`src/design/bst_pkg.sv`:
```
`timescale 1ns / 1ps
`default_nettype none

package bst_pkg;

  localparam int CAPACITY  = 16;
  localparam int ELEM_BITS = 32;

  // fixed field widths of the channels
  localparam int FUNC_W    = 2;
  localparam int ELEM_IN_W = 32;
  localparam int COUNT_W   = 5;

  // table index and fill count widths
  localparam int IDX_W = (CAPACITY > 1) ? $clog2(CAPACITY) : 1;
  localparam int CNT_W = $clog2(CAPACITY + 1);

  localparam logic [FUNC_W-1:0] OP_ADD    = 2'd0;
  localparam logic [FUNC_W-1:0] OP_REMOVE = 2'd1;
  localparam logic [FUNC_W-1:0] OP_QUERY  = 2'd2;

  typedef logic [ELEM_BITS-1:0] elem_t;
  typedef logic [IDX_W-1:0]     idx_t;
  typedef logic [CNT_W-1:0]     cnt_t;

  // table port request from the sequencer
  typedef struct packed {
    logic  we;
    idx_t  waddr;
    elem_t wdata;
    idx_t  raddr;
  } store_req_t;

endpackage

`default_nettype wire

```
`src/design/bst_if.sv`:
```
`timescale 1ns / 1ps
`default_nettype none

interface bst_in_if;
  logic                         valid;
  logic                         ready;
  logic [bst_pkg::FUNC_W-1:0]    func;
  logic [bst_pkg::ELEM_IN_W-1:0] element;

  modport source (output valid, output func, output element, input ready);
  modport sink   (input valid, input func, input element, output ready);
endinterface

interface bst_out_if;
  logic                          valid;
  logic                          ready;
  logic                          was_member;
  logic                          dropped_full;
  logic [bst_pkg::COUNT_W-1:0]   set_count;
  logic [bst_pkg::ELEM_IN_W-1:0] oldest_element;
  logic                          is_empty;

  modport source (output valid, output was_member, output dropped_full, output set_count,
                  output oldest_element, output is_empty, input ready);
  modport sink   (input valid, input was_member, input dropped_full, input set_count,
                  input oldest_element, input is_empty, output ready);
endinterface

`default_nettype wire

```
`src/design/bst_store.sv`:
```
`timescale 1ns / 1ps
`default_nettype none

// element table: one write port, one read port, registered read data
module bst_store (
  input  wire logic                clk,
  input  wire bst_pkg::store_req_t req,
  output bst_pkg::elem_t           rd_data
);

  bst_pkg::elem_t mem [bst_pkg::CAPACITY];
  bst_pkg::elem_t rd_data_r;

  always_ff @(posedge clk) begin
    if (req.we) begin
      mem[req.waddr] <= req.wdata;
    end
  end

  always_ff @(posedge clk) begin
    rd_data_r <= mem[req.raddr];
  end

  assign rd_data = rd_data_r;

endmodule

`default_nettype wire

```
`src/design/bounded_set_table_unit.sv`:
```
`timescale 1ns / 1ps
`default_nettype none

// Bounded ordered set. Each input beat on in_ch carries an operation
// (add, remove, query; code 3 acts as query) and an element. Every input
// beat produces exactly one beat on out_ch: was_member, dropped_full,
// set_count, oldest_element (0 when empty) and is_empty.
// Elements live in a CAPACITY-entry table kept in insertion order.
// One comparator walks the table an entry per cycle; a remove then moves
// the later entries down one per cycle through the same table port.
// Each item is searched in S_SEARCH, shifted in S_SHIFT on a remove that
// hits before the last entry, and has its result loaded from S_FIN.
// in_ch.ready is high only while the sequencer is idle, so one item is in
// work at a time and the next is taken in the cycle after the load.
// The result sits in an output register; a new item is accepted while it
// waits. If out_ch stalls, the next item finishes its work and then holds
// until the output register frees up.
// Reset (rst_n low, synchronous) empties the set and drops any pending
// result; table contents are not cleared, only the fill count.
module bounded_set_table_unit (
  input wire logic clk,
  input wire logic rst_n,
  bst_in_if.sink   in_ch,
  bst_out_if.source out_ch
);

  localparam logic [1:0] S_IDLE   = 2'd0;
  localparam logic [1:0] S_SEARCH = 2'd1;
  localparam logic [1:0] S_SHIFT  = 2'd2;
  localparam logic [1:0] S_FIN    = 2'd3;

  logic [1:0]                  state_r, state_nxt;
  logic [bst_pkg::FUNC_W-1:0]  func_r;
  bst_pkg::elem_t              elem_r;
  bst_pkg::idx_t               idx_r, idx_nxt;
  bst_pkg::cnt_t               fill_r, fill_nxt;
  bst_pkg::elem_t              oldest_r, oldest_nxt;
  logic                        hit_r, hit_nxt;
  logic                        drop_r, drop_nxt;

  logic                          out_valid_r, out_valid_nxt;
  logic                          out_was_member_r;
  logic                          out_dropped_full_r;
  logic [bst_pkg::COUNT_W-1:0]   out_set_count_r;
  logic [bst_pkg::ELEM_IN_W-1:0] out_oldest_element_r;
  logic                          out_is_empty_r;

  bst_pkg::store_req_t req;
  bst_pkg::elem_t      rd_data;
  bst_pkg::cnt_t       idx_inc;
  logic                in_fire;
  logic                out_load;
  logic                match;
  logic                scan_end;

  bst_store u_store (
    .clk     (clk),
    .req     (req),
    .rd_data (rd_data)
  );

  assign in_fire  = in_ch.valid && in_ch.ready;
  assign idx_inc  = bst_pkg::CNT_W'(idx_r) + bst_pkg::CNT_W'(1);
  assign match    = (fill_r != '0) && (rd_data == elem_r);
  assign scan_end = (fill_r == '0) || (idx_inc == fill_r);
  assign out_load = (state_r == S_FIN) && (!out_valid_r || out_ch.ready);

  always_comb begin
    state_nxt  = state_r;
    idx_nxt    = idx_r;
    fill_nxt   = fill_r;
    oldest_nxt = oldest_r;
    hit_nxt    = hit_r;
    drop_nxt   = drop_r;
    req.we     = 1'b0;
    req.waddr  = idx_r;
    req.wdata  = elem_r;
    req.raddr  = '0;

    unique case (state_r)
      S_IDLE: begin
        // read of entry 0 is issued here so SEARCH sees it next cycle
        if (in_fire) begin
          idx_nxt   = '0;
          hit_nxt   = 1'b0;
          drop_nxt  = 1'b0;
          state_nxt = S_SEARCH;
        end
      end
      S_SEARCH: begin
        if (match) begin
          hit_nxt = 1'b1;
          if (func_r == bst_pkg::OP_REMOVE) begin
            if (idx_inc < fill_r) begin
              req.raddr = bst_pkg::IDX_W'(idx_inc);
              state_nxt = S_SHIFT;
            end else begin
              fill_nxt  = fill_r - bst_pkg::CNT_W'(1);
              state_nxt = S_FIN;
            end
          end else begin
            state_nxt = S_FIN;
          end
        end else if (scan_end) begin
          // miss: append on add if there is room
          if (func_r == bst_pkg::OP_ADD) begin
            if (fill_r < bst_pkg::CNT_W'(bst_pkg::CAPACITY)) begin
              req.we    = 1'b1;
              req.waddr = bst_pkg::IDX_W'(fill_r);
              fill_nxt  = fill_r + bst_pkg::CNT_W'(1);
              if (fill_r == '0) begin
                oldest_nxt = elem_r;
              end
            end else begin
              drop_nxt = 1'b1;
            end
          end
          state_nxt = S_FIN;
        end else begin
          idx_nxt   = bst_pkg::IDX_W'(idx_inc);
          req.raddr = bst_pkg::IDX_W'(idx_inc);
        end
      end
      S_SHIFT: begin
        // rd_data holds entry idx+1; move it down to idx
        req.we    = 1'b1;
        req.waddr = idx_r;
        req.wdata = rd_data;
        if (idx_r == '0) begin
          oldest_nxt = rd_data;
        end
        if ((idx_inc + bst_pkg::CNT_W'(1)) < fill_r) begin
          req.raddr = bst_pkg::IDX_W'(idx_inc + bst_pkg::CNT_W'(1));
          idx_nxt   = bst_pkg::IDX_W'(idx_inc);
        end else begin
          fill_nxt  = fill_r - bst_pkg::CNT_W'(1);
          state_nxt = S_FIN;
        end
      end
      S_FIN: begin
        if (out_load) begin
          state_nxt = S_IDLE;
        end
      end
      default: begin
        state_nxt = S_IDLE;
      end
    endcase
  end

  assign out_valid_nxt = out_load || (out_valid_r && !out_ch.ready);

  always_ff @(posedge clk) begin
    if (!rst_n) begin
      state_r     <= S_IDLE;
      fill_r      <= '0;
      out_valid_r <= 1'b0;
    end else begin
      state_r     <= state_nxt;
      fill_r      <= fill_nxt;
      out_valid_r <= out_valid_nxt;
    end
  end

  always_ff @(posedge clk) begin
    idx_r    <= idx_nxt;
    oldest_r <= oldest_nxt;
    hit_r    <= hit_nxt;
    drop_r   <= drop_nxt;
    if (in_fire) begin
      func_r <= in_ch.func;
      elem_r <= bst_pkg::ELEM_BITS'(in_ch.element);
    end
    if (out_load) begin
      out_was_member_r     <= hit_r;
      out_dropped_full_r   <= drop_r;
      out_set_count_r      <= bst_pkg::COUNT_W'(fill_r);
      out_is_empty_r       <= (fill_r == '0);
      out_oldest_element_r <= (fill_r == '0) ? '0 : bst_pkg::ELEM_IN_W'(oldest_r);
    end
  end

  assign in_ch.ready           = (state_r == S_IDLE);
  assign out_ch.valid          = out_valid_r;
  assign out_ch.was_member     = out_was_member_r;
  assign out_ch.dropped_full   = out_dropped_full_r;
  assign out_ch.set_count      = out_set_count_r;
  assign out_ch.oldest_element = out_oldest_element_r;
  assign out_ch.is_empty       = out_is_empty_r;

endmodule

`default_nettype wire

```
`src/flat_wrapper.sv`:
```
// flat-port wrapper written by rule: the top's interface ports become plain ports
module bounded_set_table_unit_flat 
  (clk, rst_n, in_ch_valid, in_ch_func, in_ch_element, in_ch_ready, out_ch_valid, out_ch_was_member, out_ch_dropped_full, out_ch_set_count, out_ch_oldest_element, out_ch_is_empty, out_ch_ready);
  bst_in_if in_ch_i ();
  bst_out_if out_ch_i ();
  input wire logic clk;
  input wire logic rst_n;
  input wire logic [$bits(in_ch_i.valid)-1:0] in_ch_valid;
  input wire logic [$bits(in_ch_i.func)-1:0] in_ch_func;
  input wire logic [$bits(in_ch_i.element)-1:0] in_ch_element;
  output wire logic [$bits(in_ch_i.ready)-1:0] in_ch_ready;
  output wire logic [$bits(out_ch_i.valid)-1:0] out_ch_valid;
  output wire logic [$bits(out_ch_i.was_member)-1:0] out_ch_was_member;
  output wire logic [$bits(out_ch_i.dropped_full)-1:0] out_ch_dropped_full;
  output wire logic [$bits(out_ch_i.set_count)-1:0] out_ch_set_count;
  output wire logic [$bits(out_ch_i.oldest_element)-1:0] out_ch_oldest_element;
  output wire logic [$bits(out_ch_i.is_empty)-1:0] out_ch_is_empty;
  input wire logic [$bits(out_ch_i.ready)-1:0] out_ch_ready;
  assign in_ch_i.valid = in_ch_valid;
  assign in_ch_i.func = in_ch_func;
  assign in_ch_i.element = in_ch_element;
  assign in_ch_ready = in_ch_i.ready;
  assign out_ch_valid = out_ch_i.valid;
  assign out_ch_was_member = out_ch_i.was_member;
  assign out_ch_dropped_full = out_ch_i.dropped_full;
  assign out_ch_set_count = out_ch_i.set_count;
  assign out_ch_oldest_element = out_ch_i.oldest_element;
  assign out_ch_is_empty = out_ch_i.is_empty;
  assign out_ch_i.ready = out_ch_ready;
  bounded_set_table_unit u_core (.clk(clk), .rst_n(rst_n), .in_ch(in_ch_i), .out_ch(out_ch_i));
endmodule
```
`config.mk`:
```
export PLATFORM = sky130hd
export DESIGN_NAME = bounded_set_table_unit_flat
export DESIGN_NICKNAME = d
export VERILOG_FILES = /design/src/design/bst_pkg.sv /design/src/design/bst_if.sv /design/src/design/bst_store.sv /design/src/design/bounded_set_table_unit.sv /design/src/flat_wrapper.sv
export SDC_FILE = /design/constraint.sdc
export NUM_CORES = 1
export LEC_CHECK = 0
export BUFFER_PORTS_ARGS = -buffer_cell sky130_fd_sc_hd__buf_2
export CAP_MARGIN = 20
export CORE_MARGIN = 5
export CORE_UTILIZATION = 66
export CTS_CLUSTER_DIAMETER = 80
export DETAILED_ROUTE_END_ITERATION = 10
export PLACE_DENSITY = 0.84
export RECOVER_POWER = 50
export SYNTH_ARGS = -nofsm -noshare
export SYNTH_HDL_FRONTEND = slang
export SYNTH_HIERARCHICAL = 1
export SYNTH_SLANG_ARGS = --single-unit
```
`constraint.sdc`:
```
create_clock -name clk -period 11.88 [get_ports clk]
set_input_delay 1.782 -clock clk [delete_from_list [all_inputs] [get_ports clk]]
set_output_delay 1.782 -clock clk [all_outputs]
set_load 0.02 [all_outputs]
```
==> flow_summary.yaml, run 1 <==
clocking:
  cts_tree: "built"
  cts_num_sinks: 664
  clkTransAtPathRegs_ns: 0.06
  postCtsSetupRepairBufs: 0
  clkLatencyLatePin_ns: 0.62
  cts-buffers-inserted: 60
  cts_root_buffer: "clkbuf_16"
  ctsHtreeMaxLevel: 2
  post_cts_resized: 0
  cts-hold-fix-buffers: 0
  clockBufferDepth: 3
pwr:
  powerDensity_nw_per_um2: 224.6
  p_total_mw: 6.441
  p_leak_nw: 9.105
  p_switching_mw: 1.851
  combPwrFrac_pct: 20.3
  clockPowerShare_pct: 30.6
  p_int_mw: 4.590
  switching_share_pct: 28.73
  power_frac_seq_pct: 49.1
  ir_worst_vdd_v: 0.0001679
timing:
  hold_viol: 0
  finalCriticalPeriod_ns: 6.360
  clock.fmax_mhz: 157.2
  relSlewSlack_pct: -106.7
  final.period_utilization_pct: 53.53
  setup_viol: 0
  tightestPinTransition_ns: 3.100
  rsz0062_at_grt: "no"
  setup_tns_ns: 0
  finClkSkew_ns: 0.01680
  final_max_slew_viol_count: 157
floorplan:
  rows: 72
  die_h_um: 206.6
  start_util_pct: 66.30
  core_um2: 38470
  io_pins: 80
  die_w_um: 206.6
  dieArea_um2: 42670
drt:
  drtIter0Drc: 1600
  first_pass_iters: 5
  drc: 0
  viasPerCell: 6.777
  post_drt_wl_per_cell_um: 31.10
  wirelength_um: 59710
  vias: 13010
  drt.antenna.violating_nets: 0
setup_path:
  worstSetupStartpointType: "flop"
  worstPathRequired_ns: 12.37
  critPathMaxFanout: 72
  cp-end-kind: "flop"
  cp.arrival_ns: 6.85
  path_class: "flop to flop"
placement:
  gp_congestion: 0.8339
  portBuffers: 79
  dp.final_hpwl_um: 29130
synthesis:
  ys.flop_type: "edfxtp_1"
  synthTopCellsByArea: "edfxtp_1 73%, mux4_2 11%, dfxtp_1 3.1%"
  syn_avg_cell_area_um2: 20.60
  synth_nets: 1295
  synth_edf_count: 624
  ys_warn_count: 6
  synth_area_leader_cell: "edfxtp_1"
  ys_ff_latch: 664
  yosysTopAreaCellShare_pct: 73.48
  synth_cells: 1238
  async_reset_ff_share_pct: 0
  synth.distinct_cells: 56
  syn_area_um2: 25500
  seq_area_frac_synth_pct: 76.62
grt:
  grt_antenna_before_repair: 0
  grt_max_degree: 129
  overflow: 0
  grt_pass1_wl_um: 87540
  grt_pass1_vias: 13390
  grt_use_total_pct: 28.86
status:
  status: "complete, but fails checks"
  failed_checks: "max-capacitance violations, max-slew violations"
cells_and_area:
  area_delta_synth_final_pct: 12.43
  nets: 1407
  fin_util_pct: 74.54
  diodes: 0
  ff_latch_area_um2: 19540
  final.fill_count: 2018
  multi_input_area_um2: 5794
  final_layout_size_suffix_gt1_share_pct: 25.82
flow_run:
  cap_violations: 4
hold_path:
  holdCritPathClass: "flop to flop"
==> metrics by stage <==
step	instance area [µm²]	worst slack [ns]	instances	hold WS, ns
floorplan	25500	6.325	1238	0.4003
global placement	26660	6.552	1806	0.4122
detailed placement	26660	6.308	1806	0.4160
CTS	28700	6.221	1920	0.4414
global route	28670	5.129	1920	0.4482
finish	28670	5.520	1920	0.4334
==> cell usage after synthesis (2+ instances only) <==
library cell  instances
and3_1                3
clkbuf_1             25
dfxtp_1              40
nor3_1                7
a21boi_0              2
mux2_2               32
nand3b_1              4
a21o_1                4
o22ai_1               2
a2111oi_2             2
or4_1                 2
a31oi_2               2
o21a_1                2
nor4_1                2
nand4_1               8
a22o_1                4
inv_1                17
nand3_1               8
o31ai_1               4
nand2b_1              4
edfxtp_1            624
xor2_1                2
xnor2_1              36
and2_1               38
buf_2                 8
a21oi_1               9
mux4_2              128
ha_1                 19
a22oi_1              64
buf_1                12
nor2b_1              12
o21ai_0               4
nand2_1              47
nor2_1               23
mux2i_1               8
buf_4                 9
nor4_4                2
==> registers in the layout (all words and copies together) (netlist names) <==
register                      cells
u_core/out_ch.valid               1
u_core/out_ch.oldest_element     32
u_core/out_ch.was_member          1
u_core/u_store/mem              512
u_core/drop_r                     1
u_core/elem_r                    32
u_core/func_r                     2
u_core/out_ch.dropped_full        1
u_core/out_ch.set_count           5
u_core/out_ch.is_empty            1
u_core/idx_r                      4
u_core/state_r                    2
u_core/hit_r                      1
u_core/fill_r                     5
u_core/u_store/rd_data           32
u_core/oldest_r                  32
==> kinds of logic after synthesis <==
kind of cell             synth area share (%)
flip-flops                              76.62
multiplexers                            13.03
AND/OR/NAND/NOR                         3.611
AO/OA/AOI/OAI                           3.223
buffers and inverters                   1.280
XOR/XNOR                                1.305
adder cells (fa/ha/maj)                0.9322
==> final cells by class <==
type	instances	area share, %
sequential	664	68.14
multi-input combinational	501	20.21
clock buffer	85	6.061
tap	518	2.260
timing repair buffer	105	2.047
clock inverter	29	1.039
inverter	18	0.2400
==> metal layers <==
metal  wire length (µm)  GRT usage [%]
met5                  0              0
met4               2661          11.57
met3               6118          5.952
met2              30420          48.11
met1              20510          38.15
==> power groups by stage <==
| stage | clock (mW) | combinational (mW) | sequential, mW |
|---|---|---|---|
| 2_1_floorplan | 0 | 0.865 | 3.16 |
| 3_3_place_gp | 0 | 1.24 | 3.17 |
| 3_5_place_dp | 0 | 1.29 | 3.19 |
| 4_1_cts | 1.99 | 1.32 | 3.16 |
| 5_1_grt | 2.10 | 1.41 | 3.18 |
| 6_report | 1.97 | 1.31 | 3.16 |
==> cell usage in the layout, fill, tap and decap left out, types with 3 or more instances in the layout <==
cell and instances:
clkbuf_16 62, clkinv_1 3, buf_2 75, clkbuf_1 20, clkinvlp_4 5, nand2_1 47
mux4_2 128, a21o_1 3, nand3_1 8, nand3b_1 4, o21ai_0 3, edfxtp_1 624
clkbuf_8 10, buf_4 22, nand2b_1 4, nor2_1 10, bufinv_16 5, ha_1 19
o31ai_1 4, nor2_4 13, mux2i_1 8, inv_1 17, nor2b_4 3, a21oi_1 9
dfxtp_1 40, nor3_1 3, clkinv_2 14, and2_0 24, and2_1 13, xnor2_1 36
mux2_1 32, nor3_2 4, a22oi_1 64, nand4_1 8, a22o_1 4, nor2b_1 9
==> worst paths after layout <==
path | slack [ns] | depth (start not counted) | to | start
min reg2reg | 0.43 | 0 | u_core/out_ch.was_member | u_core/hit_r
max | 5.52 | 13 | u_core/u_store/rd_data[18] | u_core/fill_r[0]
min | 0.43 | 0 | u_core/out_ch.was_member | u_core/hit_r
max reg2reg | 5.52 | 13 | u_core/u_store/rd_data[18] | u_core/fill_r[0]
==> critical path, stage by stage, from the launching register on <==
cell	delay, ns
dfxtp_1	0.52
inv_1	0.08
ha_1	0.25
or4b_1	1.47
clkinv_2	0.26
a31oi_2	0.33
a21boi_0	0.41
a21oi_1	0.18
o22ai_1	0.20
a21o_4	0.70
buf_4	0.93
mux4_2	0.43
a22oi_1	0.28
nand2_1	0.11
(Power assumes the default switching activity.)
==> run 2: changes to the inputs <==
--- a/config.mk
+++ b/config.mk
@@ -8,10 +8,10 @@
 export BUFFER_PORTS_ARGS = -buffer_cell sky130_fd_sc_hd__buf_2
 export CAP_MARGIN = 20
 export CORE_MARGIN = 5
-export CORE_UTILIZATION = 66
+export CORE_UTILIZATION = 62
 export CTS_CLUSTER_DIAMETER = 80
 export DETAILED_ROUTE_END_ITERATION = 10
-export PLACE_DENSITY = 0.84
+export PLACE_DENSITY = 0.8
 export RECOVER_POWER = 50
 export SYNTH_ARGS = -nofsm -noshare
 export SYNTH_HDL_FRONTEND = slang
==> constraint.sdc (replaced) <==
create_clock -name clk -period 6 [get_ports clk]
set_input_delay 0.9 -clock clk [delete_from_list [all_inputs] [get_ports clk]]
set_output_delay 0.9 -clock clk [all_outputs]
set_load 0.02 [all_outputs]
==> flow_summary.yaml, run 2 (synthesis gave the netlist of run 1 again) <==
status:
  status: "complete, but fails checks"
  failed_checks: "max-capacitance violations, max-slew violations"
cells_and_area:
  final.fill_count: 2398
  multi_input_area_um2: 5792
  final_area_um2: 28820
  area_delta_synth_final_pct: 12.99
  mostFrequentLayoutCells: "624 x edfxtp_1, 128 x mux4_2, 69 x clkbuf_16"
  final_layout_size_suffix_gt1_share_pct: 22.51
  layout_commonest_cell: "edfxtp_1"
  diodes: 0
  ff_latch_area_um2: 19540
  largest_reg_flops: 512
  top_register: "u_core/u_store/mem"
  nets: 1423
timing:
  finalCriticalPeriod_ns: 4.966
  relSlewSlack_pct: -77.07
  final.period_utilization_pct: 82.76
  clock.fmax_mhz: 201.4
  tightestPinTransition_ns: 2.656
  setup_viol: 0
  rsz0062_at_grt: "no"
  finClkSkew_ns: 0.01749
  setup_tns_ns: 0
  hold_viol: 0
  final_max_slew_viol_count: 69
clocking:
  clkTransAtPathRegs_ns: 0.06
  cts_tree: "built"
  postCtsSetupRepairBufs: 0
  ctsHtreeMaxLevel: 3
  cts_root_buffer: "clkbuf_16"
  post_cts_resized: 0
  cts-hold-fix-buffers: 0
  clkLatencyLatePin_ns: 0.59
  clockBufferDepth: 3
  cts_num_sinks: 664
  cts-buffers-inserted: 66
placement:
  gp_congestion: 0.8379
  portBuffers: 79
  post_dp_cell_area_um2: 26800
  dp.final_hpwl_um: 31460
hold_path:
  min_to: "u_core/out_ch.was_member"
  holdPathStages: 0
  holdCritStartpoint: "u_core/hit_r"
  holdCritPathClass: "flop to flop"
grt:
  grt_pass1_wl_um: 86530
  grt_pass1_vias: 13050
  grt_use_total_pct: 26.59
  grt_antenna_before_repair: 1
  grt_max_degree: 69
  overflow: 0
setup_path:
  cp.arrival_ns: 5.43
  reg2reg_setup_slack_ns: 1.03
  worstSetupStartpointType: "flop"
  worstPathRequired_ns: 6.46
  r2r-end: "u_core/u_store/rd_data[8]"
  cp-end-kind: "flop"
  path_class: "flop to flop"
  r2r_cells: 15
  critPathMaxFanout: 64
  timing.rr.start: "u_core/idx_r[0]"
drt:
  drtIter0Drc: 1515
  drc: 0
  wirelength_um: 58650
  post_drt_wl_per_cell_um: 30.09
  first_pass_iters: 6
  vias: 12920
  drt.antenna.violating_nets: 0
  viasPerCell: 6.627
floorplan:
  rows: 74
  dieArea_um2: 45290
  die_h_um: 212.8
  start_util_pct: 62.60
  core_um2: 40740
  die_w_um: 212.8
  io_pins: 80
pwr:
  p_switching_mw: 3.636
  p_leak_nw: 9.077
  clockPowerShare_pct: 31.2
  power_frac_seq_pct: 48.7
  p_int_mw: 9.188
  powerDensity_nw_per_um2: 445.0
  p_total_mw: 12.82
  switching_share_pct: 28.36
  ir_worst_vdd_v: 0.0002564
  combPwrFrac_pct: 20.1
flow_run:
  cap_violations: 2
run 2: cell count changes in the layout (fill, tap and decap cells not counted), sizes merged:
cell	change
clkbuf	+49
buf	-35
clkinv	+4
clkinvlp	-4
inv	+2
bufinv	-1
run 2: metal layers:
metal | up-vias | track usage [%] | routed length [µm]
met5 | - | 0 | 12
met4 | 2 | 11.17 | 2668
met3 | 161 | 5.407 | 5760
met2 | 760 | 42.68 | 28910
met1 | 6682 | 36.53 | 21290
li1 | 5311 | - | -
run 2: final cells by class:
type | instances | share of cell area, %
Clock inverter | 30 | 0.8771
Inverter | 18 | 0.2388
Clock buffer | 89 | 6.426
Tap cell | 532 | 2.310
Multi-Input combinational cell | 501 | 20.10
Timing Repair Buffer | 115 | 2.241
Sequential cell | 664 | 67.81
run 2: critical path, cell delays in order (launching register included):
cell and delay, ns:
edfxtp_1 0.52, inv_1 0.22, ha_1 0.44, xnor2_1 0.17
ha_1 0.28, nor2b_1 0.13, o21a_1 0.16, o21a_1 0.16
o21ai_0 0.35, nand3_1 0.31, o22ai_1 0.28, a21o_4 0.54
buf_12 0.44, mux4_2 0.37, a22oi_1 0.28, nand2_1 0.11
run 2: through the flow:
step                cells  setup slack, ns  hold WS (ns)  utilization [%]
floorplan            1238           0.4448        0.4003                -
global placement     1829            1.227        0.4028            65.74
detailed placement   1830            1.165        0.4045            65.79
CTS                  1949            1.112        0.4178            70.96
global route         1949           0.7526        0.4276            70.73
finish               1949            1.034        0.4173            70.73
run 2: power groups by stage:
stage	Clock (mW)	Sequential, mW	Combinational (mW)
after CTS	4.05	6.23	2.62
after global routing	4.27	6.27	2.78
after detailed placement	0	6.31	2.58
after floorplan	0	6.26	1.71
final	4.00	6.24	2.58
after global placement	0	6.29	2.49
run 2: worst max-delay path by stage:
stage	from	endpoint	slack [ns]	depth (start not counted)
floorplan	u_core/idx_r[0]	u_core/u_store/mem[0][0]	0.44	12
global placement	u_core/idx_r[0]	u_core/u_store/rd_data[8]	1.23	15
detailed placement	u_core/idx_r[0]	u_core/u_store/rd_data[8]	1.16	15
CTS	u_core/idx_r[0]	u_core/u_store/rd_data[8]	1.11	15
global route	u_core/idx_r[0]	u_core/u_store/rd_data[8]	0.75	15
finish	u_core/idx_r[0]	u_core/u_store/rd_data[8]	1.03	15
